===== src/sir_pkg.sv =====
// Shared types and constants for the sorted ID registry.
`default_nettype none
package sir_pkg;

    localparam int CAPACITY_DEF = 64;

    typedef enum logic [1:0] {
        REQ_INSERT = 2'd0,
        REQ_LOOKUP = 2'd1,
        REQ_DELETE = 2'd2,
        REQ_ALLOC  = 2'd3
    } t_req;

    typedef enum logic [2:0] {
        ST_OK        = 3'd0,
        ST_INVALID   = 3'd1,
        ST_PRESENT   = 3'd2,
        ST_NOT_FOUND = 3'd3,
        ST_FULL      = 3'd4
    } t_status;

    typedef enum logic [3:0] {
        OP_NONE,
        OP_LOAD,
        OP_ALLOC_START,
        OP_SCAN_RD,
        OP_SCAN_NEXT,
        OP_SCAN_BUMP,
        OP_HIT,
        OP_INS_INIT,
        OP_UP_RD,
        OP_UP_WR,
        OP_INS_PUT,
        OP_DEL_INIT,
        OP_DN_RD,
        OP_DN_WR,
        OP_DEL_DONE
    } t_op;

    typedef struct packed {
        t_op     op;
        logic    set_st;
        t_status st;
    } t_cmd;

    typedef struct packed {
        t_req req;
        logic key_zero;
        logic ctr_wrap;
        logic key_wrap;
        logic at_end;
        logic id_lt;
        logic id_eq;
        logic hit;
        logic full;
        logic up_done;
        logic dn_done;
    } t_flags;

endpackage
`default_nettype wire


===== src/sir_dp.sv =====
// Datapath: ID and handle memories, scan position, shift index, counters, result registers.
`default_nettype none
module sir_dp #(
    parameter int CAPACITY = sir_pkg::CAPACITY_DEF,
    localparam int AW = $clog2(CAPACITY),
    localparam int CW = $clog2(CAPACITY + 1)
) (
    input  wire logic            i_clk,
    input  wire logic            i_rst_n,
    input  wire sir_pkg::t_cmd   i_cmd,
    input  wire logic [1:0]      i_req_type,
    input  wire logic [31:0]     i_entry_id,
    input  wire logic [15:0]     i_entry_handle,
    output sir_pkg::t_flags      o_flags,
    output logic [2:0]           o_status,
    output logic [15:0]          o_found_handle,
    output logic [31:0]          o_given_id,
    output logic [CW-1:0]        o_entry_count
);
    import sir_pkg::*;

    logic [31:0] m_ids [CAPACITY];
    logic [15:0] m_hdl [CAPACITY];

    t_req        r_req;
    logic [31:0] r_key;
    logic [15:0] r_handle;
    logic [31:0] r_ctr;
    logic [CW-1:0] r_pos;
    logic [CW-1:0] r_idx;
    logic [CW-1:0] r_count;
    logic        r_hit;
    t_status     r_status;
    logic [15:0] r_found;
    logic [31:0] r_given;
    logic [31:0] r_rd_id;
    logic [15:0] r_rd_hdl;

    logic [CW-1:0] idx_dec;
    logic [AW-1:0] rd_addr;
    logic [AW-1:0] wr_addr;
    logic          wr_en;
    logic [31:0]   wr_id;
    logic [15:0]   wr_hdl;

    assign idx_dec = r_idx - CW'(1);

    always_comb begin
        rd_addr = r_pos[AW-1:0];
        wr_en   = 1'b0;
        wr_addr = r_idx[AW-1:0];
        wr_id   = r_rd_id;
        wr_hdl  = r_rd_hdl;
        case (i_cmd.op)
            OP_UP_RD: rd_addr = idx_dec[AW-1:0];
            OP_DN_RD: rd_addr = r_idx[AW-1:0];
            OP_UP_WR: wr_en = 1'b1;
            OP_DN_WR: begin
                wr_en   = 1'b1;
                wr_addr = idx_dec[AW-1:0];
            end
            OP_INS_PUT: begin
                wr_en   = 1'b1;
                wr_addr = r_pos[AW-1:0];
                wr_id   = r_key;
                wr_hdl  = r_handle;
            end
            default: ;
        endcase
    end

    always_ff @(posedge i_clk) begin
        if (wr_en) begin
            m_ids[wr_addr] <= wr_id;
            m_hdl[wr_addr] <= wr_hdl;
        end
        r_rd_id  <= m_ids[rd_addr];
        r_rd_hdl <= m_hdl[rd_addr];
    end

    always_ff @(posedge i_clk) begin
        if (!i_rst_n) begin
            r_count <= '0;
            r_ctr   <= '0;
        end else begin
            case (i_cmd.op)
                OP_ALLOC_START: r_ctr <= r_ctr + 32'd1;
                OP_SCAN_BUMP:   r_ctr <= r_key + 32'd1;
                OP_INS_PUT:     r_count <= r_count + CW'(1);
                OP_DEL_DONE:    r_count <= r_count - CW'(1);
                default: ;
            endcase
        end
    end

    always_ff @(posedge i_clk) begin
        if (i_cmd.set_st) begin
            r_status <= i_cmd.st;
        end
        case (i_cmd.op)
            OP_LOAD: begin
                r_req    <= t_req'(i_req_type);
                r_key    <= i_entry_id;
                r_handle <= i_entry_handle;
                r_pos    <= '0;
                r_hit    <= 1'b0;
                r_found  <= '0;
                r_given  <= '0;
            end
            OP_ALLOC_START: r_key <= r_ctr + 32'd1;
            OP_SCAN_NEXT:   r_pos <= r_pos + CW'(1);
            OP_SCAN_BUMP: begin
                r_key <= r_key + 32'd1;
                r_pos <= r_pos + CW'(1);
            end
            OP_HIT: begin
                r_hit <= 1'b1;
                if (r_req == REQ_LOOKUP || r_req == REQ_DELETE) begin
                    r_found <= r_rd_hdl;
                end
            end
            OP_INS_INIT: r_idx <= r_count;
            OP_UP_WR:    r_idx <= idx_dec;
            OP_INS_PUT:  r_given <= (r_req == REQ_ALLOC) ? r_key : 32'd0;
            OP_DEL_INIT: r_idx <= r_pos + CW'(1);
            OP_DN_WR:    r_idx <= r_idx + CW'(1);
            default: ;
        endcase
    end

    always_comb begin
        o_flags.req      = r_req;
        o_flags.key_zero = (r_key == 32'd0);
        o_flags.ctr_wrap = &r_ctr;
        o_flags.key_wrap = &r_key;
        o_flags.at_end   = (r_pos == r_count);
        o_flags.id_lt    = (r_rd_id < r_key);
        o_flags.id_eq    = (r_rd_id == r_key);
        o_flags.hit      = r_hit;
        o_flags.full     = (r_count == CW'(CAPACITY));
        o_flags.up_done  = (r_idx == r_pos);
        o_flags.dn_done  = (r_idx == r_count);
    end

    assign o_status       = r_status;
    assign o_found_handle = r_found;
    assign o_given_id     = r_given;
    assign o_entry_count  = r_count;

    a_count_max: assert property (@(posedge i_clk) disable iff (!i_rst_n)
        r_count <= CW'(CAPACITY))
        else $error("entry count above capacity");
    a_put_grows: assert property (@(posedge i_clk) disable iff (!i_rst_n)
        i_cmd.op == OP_INS_PUT |=> r_count == $past(r_count) + CW'(1))
        else $error("insert did not grow count");
    a_del_shrinks: assert property (@(posedge i_clk) disable iff (!i_rst_n)
        i_cmd.op == OP_DEL_DONE |=> r_count == $past(r_count) - CW'(1))
        else $error("delete did not shrink count");
    a_put_not_full: assert property (@(posedge i_clk) disable iff (!i_rst_n)
        i_cmd.op == OP_INS_PUT |-> r_count < CW'(CAPACITY))
        else $error("insert into full table");

endmodule
`default_nettype wire


===== src/sir_ctrl.sv =====
// Controller: sequences scan, shift and result handshake for each request.
`default_nettype none
module sir_ctrl (
    input  wire logic            i_clk,
    input  wire logic            i_rst_n,
    input  wire logic            i_in_valid,
    output logic                 o_in_stall,
    output logic                 o_out_valid,
    input  wire logic            i_out_stall,
    input  wire sir_pkg::t_flags i_flags,
    output sir_pkg::t_cmd        o_cmd
);
    import sir_pkg::*;

    typedef enum logic [3:0] {
        S_IDLE,
        S_CHECK,
        S_SCAN_RD,
        S_SCAN_CMP,
        S_DECIDE,
        S_UP_RD,
        S_UP_WR,
        S_DN_RD,
        S_DN_WR,
        S_OUT
    } t_state;

    t_state r_state, n_state;
    logic   r_out_valid;
    logic   n_out_valid;

    always_comb begin
        n_state      = r_state;
        o_cmd.op     = OP_NONE;
        o_cmd.set_st = 1'b0;
        o_cmd.st     = ST_OK;
        unique case (r_state)
            S_IDLE: begin
                if (i_in_valid) begin
                    o_cmd.op = OP_LOAD;
                    n_state  = S_CHECK;
                end
            end
            S_CHECK: begin
                if (i_flags.req == REQ_ALLOC) begin
                    o_cmd.op = OP_ALLOC_START;
                    if (i_flags.ctr_wrap) begin
                        o_cmd.set_st = 1'b1;
                        o_cmd.st     = ST_INVALID;
                        n_state      = S_OUT;
                    end else begin
                        n_state = S_SCAN_RD;
                    end
                end else if (i_flags.key_zero) begin
                    o_cmd.set_st = 1'b1;
                    o_cmd.st     = ST_INVALID;
                    n_state      = S_OUT;
                end else begin
                    n_state = S_SCAN_RD;
                end
            end
            S_SCAN_RD: begin
                if (i_flags.at_end) begin
                    n_state = S_DECIDE;
                end else begin
                    o_cmd.op = OP_SCAN_RD;
                    n_state  = S_SCAN_CMP;
                end
            end
            S_SCAN_CMP: begin
                if (i_flags.id_lt) begin
                    o_cmd.op = OP_SCAN_NEXT;
                    n_state  = S_SCAN_RD;
                end else if (i_flags.id_eq && i_flags.req == REQ_ALLOC) begin
                    o_cmd.op = OP_SCAN_BUMP;
                    if (i_flags.key_wrap) begin
                        o_cmd.set_st = 1'b1;
                        o_cmd.st     = ST_INVALID;
                        n_state      = S_OUT;
                    end else begin
                        n_state = S_SCAN_RD;
                    end
                end else if (i_flags.id_eq) begin
                    o_cmd.op = OP_HIT;
                    n_state  = S_DECIDE;
                end else begin
                    n_state = S_DECIDE;
                end
            end
            S_DECIDE: begin
                o_cmd.set_st = 1'b1;
                n_state      = S_OUT;
                unique case (i_flags.req)
                    REQ_INSERT, REQ_ALLOC: begin
                        if (i_flags.hit) begin
                            o_cmd.st = ST_PRESENT;
                        end else if (i_flags.full) begin
                            o_cmd.st = ST_FULL;
                        end else begin
                            o_cmd.set_st = 1'b0;
                            o_cmd.op     = OP_INS_INIT;
                            n_state      = S_UP_RD;
                        end
                    end
                    REQ_LOOKUP: begin
                        o_cmd.st = i_flags.hit ? ST_OK : ST_NOT_FOUND;
                    end
                    REQ_DELETE: begin
                        if (i_flags.hit) begin
                            o_cmd.set_st = 1'b0;
                            o_cmd.op     = OP_DEL_INIT;
                            n_state      = S_DN_RD;
                        end else begin
                            o_cmd.st = ST_NOT_FOUND;
                        end
                    end
                endcase
            end
            S_UP_RD: begin
                if (i_flags.up_done) begin
                    o_cmd.op     = OP_INS_PUT;
                    o_cmd.set_st = 1'b1;
                    o_cmd.st     = ST_OK;
                    n_state      = S_OUT;
                end else begin
                    o_cmd.op = OP_UP_RD;
                    n_state  = S_UP_WR;
                end
            end
            S_UP_WR: begin
                o_cmd.op = OP_UP_WR;
                n_state  = S_UP_RD;
            end
            S_DN_RD: begin
                if (i_flags.dn_done) begin
                    o_cmd.op     = OP_DEL_DONE;
                    o_cmd.set_st = 1'b1;
                    o_cmd.st     = ST_OK;
                    n_state      = S_OUT;
                end else begin
                    o_cmd.op = OP_DN_RD;
                    n_state  = S_DN_WR;
                end
            end
            S_DN_WR: begin
                o_cmd.op = OP_DN_WR;
                n_state  = S_DN_RD;
            end
            S_OUT: begin
                if (!i_out_stall) begin
                    n_state = S_IDLE;
                end
            end
            default: n_state = S_IDLE;
        endcase
        n_out_valid = (n_state == S_OUT);
    end

    always_ff @(posedge i_clk) begin
        if (!i_rst_n) begin
            r_state     <= S_IDLE;
            r_out_valid <= 1'b0;
        end else begin
            r_state     <= n_state;
            r_out_valid <= n_out_valid;
        end
    end

    assign o_in_stall  = (r_state != S_IDLE);
    assign o_out_valid = r_out_valid;

    a_valid_state: assert property (@(posedge i_clk) disable iff (!i_rst_n)
        o_out_valid |-> o_in_stall)
        else $error("result shown while taking requests");
    a_one_result: assert property (@(posedge i_clk) disable iff (!i_rst_n)
        o_out_valid && !i_out_stall |=> !o_out_valid && !o_in_stall)
        else $error("result not retired after handoff");
    a_load_idle: assert property (@(posedge i_clk) disable iff (!i_rst_n)
        o_cmd.op == OP_LOAD |-> i_in_valid && !o_in_stall)
        else $error("load without accepted request");

endmodule
`default_nettype wire


===== src/sorted_id_registry.sv =====
// Top level of the sorted ID registry: controller plus datapath.
// Usage:
//  Request channel: i_in_valid with i_req_type, i_entry_id, i_entry_handle;
//  taken on a clock edge with i_in_valid high and o_in_stall low.
//  Result channel: o_out_valid with o_status, o_found_handle, o_given_id,
//  o_entry_count; taken on an edge with o_out_valid high and i_out_stall low.
//  One request is worked at a time; o_in_stall is high from acceptance until
//  its result is taken.
//  The table is scanned in ascending order, through one memory read port with
//  registered data. Insert and allocate then move every entry above the slot
//  up by one, delete moves every entry above it down by one. The next request
//  can be taken in the cycle after the result is taken; an invalid ID can
//  skip the scan and the shift.
//  Reset (synchronous, active low) empties the table and zeros the ID counter;
//  memory contents are not cleared.
//  While the receiver stalls, the result holds and no new request is taken.
`default_nettype none
module sorted_id_registry #(
    parameter int CAPACITY = sir_pkg::CAPACITY_DEF,
    localparam int CW = $clog2(CAPACITY + 1)
) (
    input  wire logic          i_clk,
    input  wire logic          i_rst_n,
    input  wire logic          i_in_valid,
    output logic               o_in_stall,
    input  wire logic [1:0]    i_req_type,
    input  wire logic [31:0]   i_entry_id,
    input  wire logic [15:0]   i_entry_handle,
    output logic               o_out_valid,
    input  wire logic          i_out_stall,
    output logic [2:0]         o_status,
    output logic [15:0]        o_found_handle,
    output logic [31:0]        o_given_id,
    output logic [CW-1:0]      o_entry_count
);
    import sir_pkg::*;

    t_cmd   cmd;
    t_flags flags;

    sir_ctrl u_ctrl (
        .i_clk       (i_clk),
        .i_rst_n     (i_rst_n),
        .i_in_valid  (i_in_valid),
        .o_in_stall  (o_in_stall),
        .o_out_valid (o_out_valid),
        .i_out_stall (i_out_stall),
        .i_flags     (flags),
        .o_cmd       (cmd)
    );

    sir_dp #(
        .CAPACITY (CAPACITY)
    ) u_dp (
        .i_clk          (i_clk),
        .i_rst_n        (i_rst_n),
        .i_cmd          (cmd),
        .i_req_type     (i_req_type),
        .i_entry_id     (i_entry_id),
        .i_entry_handle (i_entry_handle),
        .o_flags        (flags),
        .o_status       (o_status),
        .o_found_handle (o_found_handle),
        .o_given_id     (o_given_id),
        .o_entry_count  (o_entry_count)
    );

endmodule
`default_nettype wire

===== config.mk =====
export PLATFORM = sky130hd
export DESIGN_NAME = sorted_id_registry
export DESIGN_NICKNAME = d
export VERILOG_FILES = /design/src/sir_pkg.sv /design/src/sir_dp.sv /design/src/sir_ctrl.sv /design/src/sorted_id_registry.sv
export SDC_FILE = /design/constraint.sdc
export NUM_CORES = 2
export LEC_CHECK = 0
export BUFFER_PORTS_ARGS = -buffer_cell sky130_fd_sc_hd__buf_2
export CORE_UTILIZATION = 45
export CTS_CLUSTER_DIAMETER = 80
export DETAILED_ROUTE_END_ITERATION = 8
export PLACE_DENSITY = 0.58
export SLEW_MARGIN = 20
export SYNTH_ARGS = -nofsm -noshare
export SYNTH_HDL_FRONTEND = slang
export SYNTH_SLANG_ARGS = --single-unit

===== constraint.sdc =====
create_clock -name i_clk -period 5.5 [get_ports i_clk]
set_input_delay 0.55 -clock i_clk [delete_from_list [all_inputs] [get_ports i_clk]]
set_output_delay 0.55 -clock i_clk [all_outputs]
set_load 0.005 [all_outputs]

==> impl_metrics.ini <==
[status]
status = complete, but fails checks
violations = negative setup slack

[detailed_routing]
firstDrtPassIters = 6
routed_wl_um = 433800
postRouteAntennaNets = 0
vias_per_cell = 6.214
drtIter0Drc = 12920
drc = 0
via_count = 84840
wl_per_cell_um = 31.77

[finish]
fin_nets = 9715
syn_to_final_growth_pct = 15.66
num-fill-cells = 23320
drive_above_1_share_pct = 11.74

[power_and_ir_drop]
leakagePower_nw = 51.58
total_power_mw = 67.66
sw_frac_of_total_pct = 29.46
internal_power_mw = 47.72
ir_worst_vdd_uv = 286.3
p_clk_share_pct = 34.3
seqPwrFrac_pct = 47.4
p_sw_mw = 19.93
combPwrFrac_pct = 18.3
p_per_area_mw_per_mm2 = 451.7

[min_path]
hold_class = primary input to flop
whs_endpoint = u_dp.r_key[26]
holdPathStages = 3
min_from = i_entry_id[26]

[timing]
fin_crit_sh_pct = 100.9
worst_slack_ps = -51.64
skew_ps = 66.37
worst_pin_slew_ps = 1210
slew_headroom_pct = 19.05
timing.final.crit_period_ps = 5552
holdWs_ps = 66.85
rsz0062_at_grt = true
slew_viol_final = 0
setup_violations = 1
finalHoldViolations = 0
fmax_mhz = 180.1

[floorplanning]
rows = 196
initial_core_util_pct = 45.33
die_y_um = 538.5
fp.dieW_um = 538.5
io-pin-count = 114
coreArea_mm2 = 0.2857
die_area_mm2 = 0.2900

[yosys]
synth.area.top_cells = edfxtp_1 (74%), nand2_1 (7.2%), nand3_1 (3.2%), mux2i_1 (3.1%), a32oi_1 (2.3%)
yosysMostFrequentCell = edfxtp_1
syn_area_mm2 = 0.1295
synth_top_area_share_pct = 73.92
ys.warnings.count = 0
yosysTopAreaCell = edfxtp_1
synth_nets = 9370
ys_ff_latch = 3280
synth.distinct_cells = 72
ys.flop_type = edfxtp_1
synth_area_per_cell_um2 = 13.97
synthCells = 9268
synth_commonest_cells = edfxtp_1 (3188), nand2_1 (2496), nand3_1 (829)
synth_edf_count = 3188
ys_seq_area_share_pct = 75.34
ys_async_sr_fraction_pct = 0

[cts]
cts_made_buffers = 342
cts.clk_slew.worst_paths_ps = 60
clock_sinks = 3280
cts_tree = built
cts_root_buf = clkbuf_16
clockBufferDepth = 4
htree_levels = 5
clk_latency_ps = 950

[worst_setup_path]
crit_fanout = 19
critPathKind = flop to flop
crit_required_ps = 6030
reg2reg_depth = 18
crit_arrival_ps = 6090
regToRegStartpoint = u_dp.r_key[22]
reg2reg_slack_ps = -50
cp-start-kind = flop
worst_setup_path_end_kind = flop
timing.rr.end = u_dp.r_rd_id[31]

[run]
cap_violations = 0

[placed_design]
hpwl_um = 229100
gp_congestion = 0.8655
numPortBuffers = 113

[global_routing]
grt_use_total_pct = 29.18
grt_pass1_vias = 79300
overflow = 0
antenna_found_initial = 18
grt_first_pass_wirelength_um = 603600
grt_max_degree = 101
==> power by group through the flow <==
stage	clock network (mW)	logic, mW	registers, mW
after detailed placement	0	12.0	32.5
after global routing	24.3	13.2	32.0
after floorplan	0	6.85	32.4
after global placement	0	11.8	32.5
final	23.2	12.4	32.0
after CTS	23.4	12.1	32.0
==> final cells by class <==
class | instances | area [um^2] | area share (%)
Timing Repair Buffer | 580 | 5924 | 3.955
Antenna cell | 3 | 7.507 | 0.005012
Clock inverter | 181 | 2064 | 1.378
Clock buffer | 438 | 9104 | 6.078
Tap cell | 3762 | 4707 | 3.142
Inverter | 46 | 172.7 | 0.1153
Multi-Input combinational cell | 5363 | 30240 | 20.19
Sequential cell | 3280 | 97570 | 65.14
==> metal layers <==
metal / track usage, % / vias up / part of all wire (%)
met3: 6.021 / 863 / 11
met5: 0 / - / 0.018
met1: 41.07 / 43300 / 40
met4: 9.645 / 10 / 3.7
met2: 45.32 / 5146 / 45
li1: - / 35530 / -
==> worst max path at each step <==
stage | start | end | slack, ps | cells past startpoint
floorplan | u_dp.r_pos[0] | u_dp.m_hdl[16][0] | 450 | 9
detailed placement | u_dp.r_key[5] | u_dp.r_rd_id[31] | -280 | 18
finish | u_dp.r_key[22] | u_dp.r_rd_id[31] | -50 | 18
CTS | u_dp.r_key[22] | u_dp.r_rd_id[28] | 60 | 16
global placement | u_dp.r_key[5] | u_dp.r_rd_id[31] | -220 | 18
global route | u_dp.r_key[31] | u_dp.r_rd_id[31] | -70 | 17
==> state kept, by name (all words and copies together) (netlist names) <==
name / cells
u_ctrl.o_out_valid: 1
u_ctrl.r_state: 4
u_dp.m_hdl: 1024
u_dp.m_ids: 2048
u_dp.o_entry_count: 7
u_dp.o_found_handle: 16
u_dp.o_given_id: 32
u_dp.o_status: 3
u_dp.r_ctr: 32
u_dp.r_handle: 16
u_dp.r_hit: 1
u_dp.r_idx: 7
u_dp.r_key: 32
u_dp.r_pos: 7
u_dp.r_rd_hdl: 16
u_dp.r_rd_id: 32
u_dp.r_req: 2
==> cells by family (layout without fill, tap and decap cells) <==
kind of cell,Yosys count,in the layout,synth area share (%)
DFF,3280,3280,75.34
xor gates and xnor gates,127,127,0.8589
AOI/OAI and AO/OA,810,810,4.883
muxes,403,403,3.117
other,0,3,0
buffers and inverters,625,1245,2.100
and+or+nand+nor,3975,3975,13.23
adders and majority gates,48,48,0.4695
==> cell usage in the layout (no fill, tap or decap), types with 21 or more instances in the layout <==
master	instances
inv_1	45
nor2_4	66
nand3_1	829
clkinv_1	45
buf_12	135
a21oi_1	34
nand2_1	2487
clkinv_2	67
a31oi_1	117
o21ai_4	32
dlygate4sd3_1	49
dfxtp_1	91
buf_4	280
buf_2	113
nand4_1	266
clkbuf_1	82
o211a_1	24
o21ai_0	28
xor2_1	49
a32oi_1	336
a221o_1	21
a311oi_1	48
xnor2_1	78
bufinv_16	33
and2_1	24
clkbuf_16	347
o22ai_1	41
mux2i_1	400
nor2_1	127
a221oi_1	35
and3_1	86
ha_1	47
edfxtp_1	3188
a22oi_1	24
==> metrics by stage <==
stage | util, % | cells | TNS (ps) | worst slack, ps | cell area, um^2
after floorplan | - | 9268 | 0 | 446.0 | 129500
after global placement | 48.27 | 12970 | -315.2 | -217.2 | 137900
after detailed placement | 48.27 | 12970 | -365.1 | -276.6 | 137900
after CTS | 52.38 | 13640 | 0 | 58.26 | 149700
after global routing | 52.43 | 13650 | -115.2 | -72.49 | 149800
final | 52.43 | 13650 | -51.64 | -51.64 | 149800
==> worst max-delay path, stage by stage (launching register included) <==
cell	delay, ps
edfxtp_1	520
inv_1	180
ha_1	330
nand4_1	270
nor4_2	450
nand3_1	150
and2_4	190
a21oi_4	160
buf_4	240
o21ai_2	120
o31ai_4	310
buf_12	200
buf_4	270
buf_6	280
nand3_1	110
nand4_1	130
o21ai_1	120
a311oi_2	370
nand4_1	670
==> repair_timing <==
action	CTS	global route
buffers inserted	8	6
endpoints found under the setup margin	2	2
resized for setup	5	6
pin swaps	1	3
endpoints found under the hold margin	49	0
cloned	0	1
hold buffers	49	0
No activity file was read; power rests on OpenSTA's default activity.
